--- src/sv/qrv_pkg.sv ---
`timescale 1ns / 1ps
package qrv_pkg;

	// integer bits of the quaternion format (Q2.x)
	localparam int QUAT_INT_BITS = 2;

	// advance enables of the two register stages inside a split multiplier
	typedef struct packed {
		logic pp_en;
		logic sum_en;
	} qrv_adv_t;

endpackage

--- src/sv/qrv_mul.sv ---
`timescale 1ns / 1ps
module qrv_mul #(
	parameter int A_WIDTH = 34,
	parameter int B_WIDTH = 32
) (
	input  logic                              clk,
	input  qrv_pkg::qrv_adv_t                 adv,
	input  logic signed [A_WIDTH-1:0]         a,
	input  logic signed [B_WIDTH-1:0]         b,
	output logic signed [A_WIDTH+B_WIDTH-1:0] prod
);
	import qrv_pkg::*;

	localparam int AL = A_WIDTH / 2;
	localparam int BL = B_WIDTH / 2;
	localparam int AH = A_WIDTH - AL;
	localparam int BH = B_WIDTH - BL;
	localparam int PW = A_WIDTH + B_WIDTH;

	// signed high parts, unsigned low parts
	logic signed [AH-1:0] a_hi;
	logic signed [BH-1:0] b_hi;
	logic signed [AL:0]   a_lo;
	logic signed [BL:0]   b_lo;

	logic signed [AH+BH-1:0] pp_hh_s1;
	logic signed [AH+BL:0]   pp_hl_s1;
	logic signed [AL+BH:0]   pp_lh_s1;
	logic signed [AL+BL+1:0] pp_ll_s1;

	assign a_hi = a[A_WIDTH-1:AL];
	assign b_hi = b[B_WIDTH-1:BL];
	assign a_lo = $signed({1'b0, a[AL-1:0]});
	assign b_lo = $signed({1'b0, b[BL-1:0]});

	always_ff @(posedge clk) begin
		if (adv.pp_en) begin
			pp_hh_s1 <= a_hi * b_hi;
			pp_hl_s1 <= a_hi * b_lo;
			pp_lh_s1 <= a_lo * b_hi;
			pp_ll_s1 <= a_lo * b_lo;
		end
	end

	// recombine the shifted partial products
	always_ff @(posedge clk) begin
		if (adv.sum_en) begin
			prod <= (PW'(pp_hh_s1) <<< (AL + BL))
				+ (PW'(pp_hl_s1) <<< AL)
				+ (PW'(pp_lh_s1) <<< BL)
				+ PW'(pp_ll_s1);
		end
	end

endmodule
--- config.mk ---
export PLATFORM = sky130hd
export DESIGN_NAME = qrv_mul
export DESIGN_NICKNAME = d
export VERILOG_FILES = /design/src/sv/qrv_pkg.sv /design/src/sv/qrv_mul.sv
export SDC_FILE = /design/constraint.sdc
export NUM_CORES = 2
export LEC_CHECK = 0
export BUFFER_PORTS_ARGS = -buffer_cell sky130_fd_sc_hd__buf_2
export CORE_MARGIN = 1.5
export CORE_UTILIZATION = 55
export DETAILED_ROUTE_END_ITERATION = 8
export PLACE_DENSITY = 0.76
export SETUP_SLACK_MARGIN = 0.4
export SYNTH_ARGS = -nofsm -noshare
export SYNTH_HDL_FRONTEND = slang
export SYNTH_SLANG_ARGS = --single-unit
--- constraint.sdc ---
create_clock -name clk -period 14.9 [get_ports clk]
set_input_delay 2.235 -clock clk [delete_from_list [all_inputs] [get_ports clk]]
set_output_delay 2.235 -clock clk [all_outputs]
set_load 0.1 [all_outputs]
==> impl_metrics.ini <==
[outcome]
status = complete, no violations

[final_layout]
nets = 6517
multi_input_area_mm2 = 0.03716
final_util = 0.5791
area_growth_syn_to_layout_pct = 4.155
drive_above_1_share = 0.04267
seqCellArea_mm2 = 0.006006
fill_cells = 7340

[timing]
fin_crit_ns = 8.549
final.period_utilization = 0.5738
slew_viol_final = 0
hold_viol = 0
fin_setup_tns_ns = 0
setup_viol = 0
fmax_ghz = 0.1170
clock-skew-final_ns = 0.02549
relSlewSlack = 0.2975
rsz0062_at_grt = false
tightest_slew_ns = 1.054

[grt]
antenna_found_initial = 16
grt_max_degree = 83
groute.usage.overall = 0.2759
grt_pass1_wl_mm = 193.6
grt_pass1_vias = 36544
gr-total-overflow = 0

[synth]
netlist_area_mm2 = 0.04839
synth_area_leaders = fa_1, edfxtp_1, ha_1, inv_1, and2_1
post_synth.cell_area_avg_um2 = 9.633
yosys.area.top_type_share = 0.4220
synth.most_common_cell = inv_1
synth_warnings = 0
async_flop_share = 0
yosysSeqAreaShare = 0.1241
synth_top_area_cell = fa_1
ys_seq_elements = 200
yosysUniqueCellTypes = 76
ys.flop_type = edfxtp_1
synth_edf_count = 200
synth.cells.most_frequent = inv_1, fa_1, nand2_1
synth_nets = 6561
postSynthCellCount = 5023

[floorplanning]
die_y_um = 299.6
fp.dieArea_mm2 = 0.08976
coreArea_mm2 = 0.08702
fp.dieW_um = 299.6
top_level_ports = 135
start_util = 0.5560
rows = 108

[min_path]
hold_path.class = reg2reg
min-delay-start = pp_ll_s1[9]

[routing]
firstDrtPassIters = 5
routedWlPerCell_um = 19.30
vias = 33959
antenna_left = 0
drc = 0
drt_iter0_markers = 2411
routed_wl_mm = 118.8
viasPerCell = 5.518

[critical_path]
cpMaxStageDelayCell = buf_2
arrival_ns = 8.88
cp.required_ns = 15.23
crit_chain = buf_2, nand2_1, fa_1, inv_1, fa_1, inv_1, fa_1, inv_1, fa_1, fa_1, inv_1, fa_1, inv_1, ha_1, a31oi_1, a21oi_1, a211oi_1, o211ai_1, nand2_1, o21ai_1, o41ai_2, or4b_1, o211ai_1
cp_max_fo = 34
crit_path_start = b[23]
end_kind = flip-flop
start_kind = primary input
critPathMaxStageDelay_ns = 0.67
critPathKind = in2reg
worst_r2r_startpoint = pp_hl_s1[0]
cp_common_cell = fa_1

[clocking]
cts_tree = done
clk_latency_ns = 0.50
clk_pin_slew_ns = 0.10
postCtsHoldBufs = 0
clk_path_buf_depth = 2
clockRootBuffer = clkbuf_16
clock-sinks = 200
cts_buffers = 17
post_cts_resized = 0
cts_setup_buffers = 0
h-tree-depth = 4

[placed_design]
port_buffers = 134
dpl.hpwl_mm = 90.35
place_congestion = 0.8669

[run]
cap_violations = 0
-- metrics by stage --
step / instances / hold slack (ns) / cell area [um^2] / worst slack [ns]
finish: 6154 / 0.4219 / 50400 / 6.351
detailed placement: 6115 / 0.4056 / 49780 / 5.900
global route: 6150 / 0.4310 / 50390 / 5.943
floorplan: 5023 / 0.4003 / 48390 / 6.784
CTS: 6147 / 0.4245 / 50380 / 6.418
global placement: 6115 / 0.4009 / 49780 / 5.977
-- placed cells by master, fill, tap and decap left out, types with 13 or more instances in the layout --
cell / instances
a211oi_1: 13
a21o_1: 79
a21oi_1: 155
and2_1: 506
and3_1: 15
buf_2: 133
buf_4: 15
clkbuf_16: 17
edfxtp_1: 200
fa_1: 1020
ha_1: 449
inv_1: 1165
nand2_1: 628
nand2b_1: 26
nand3_1: 23
nor2_1: 88
nor3_1: 19
o21ai_0: 62
o21bai_1: 28
xnor2_1: 127
xor2_1: 49
-- metal layers --
metal | share of wire | up-vias | track usage | routed length (um)
met5 | 0.0010 | - | 0 | 120
met4 | 0.023 | 20 | 0.07648 | 2766
met3 | 0.098 | 237 | 0.06683 | 11590
met2 | 0.48 | 1409 | 0.4578 | 56630
met1 | 0.40 | 17280 | 0.3621 | 47690
li1 | - | 15013 | - | -
-- worst max-delay path: cells and delay by family --
family	cells	cell delay [ns]
buffers and inverters	6	0.91
adders and majority gates	7	3.37
AOI/OAI and AO/OA	7	1.48
and+or+nand+nor	3	0.82
-- sequential cells by signal, indices dropped and copies added, names as in the netlist --
name      cells
pp_hl_s1     34
pp_lh_s1     34
pp_ll_s1     33
pp_hh_s1     33
prod         66
-- cells by family after synthesis --
family	after synthesis	synth area share
AOI/OAI and AO/OA	448	0.06054
xor gates and xnor gates	176	0.03186
adders and majority gates	1469	0.5381
buffers and inverters	1377	0.1078
DFF	200	0.1241
muxes	1	0.0002069
and+or+nand+nor	1352	0.1373
-- final timing paths --
path	to	slack, ns	depth (start not counted)
max	pp_hh_s1[31]	6.35	23
min	prod[9]	0.42	0
max reg2reg	prod[63]	10.63	14
min reg2reg	prod[9]	0.42	0
-- layout make-up --
class | count | share of cell area
well taps | 1155 | 0.02868
flip-flops and latches | 200 | 0.1192
multi-input cells | 3446 | 0.7374
repair buffers | 149 | 0.01567
clock inverters | 15 | 0.003501
inverters | 1165 | 0.08677
diodes | 7 | 0.0003476
clock buffers | 17 | 0.008441
Power is left out: the tool's default activity adds up to more than one toggle a clock period on the data nets, which glitch-free logic cannot reach.
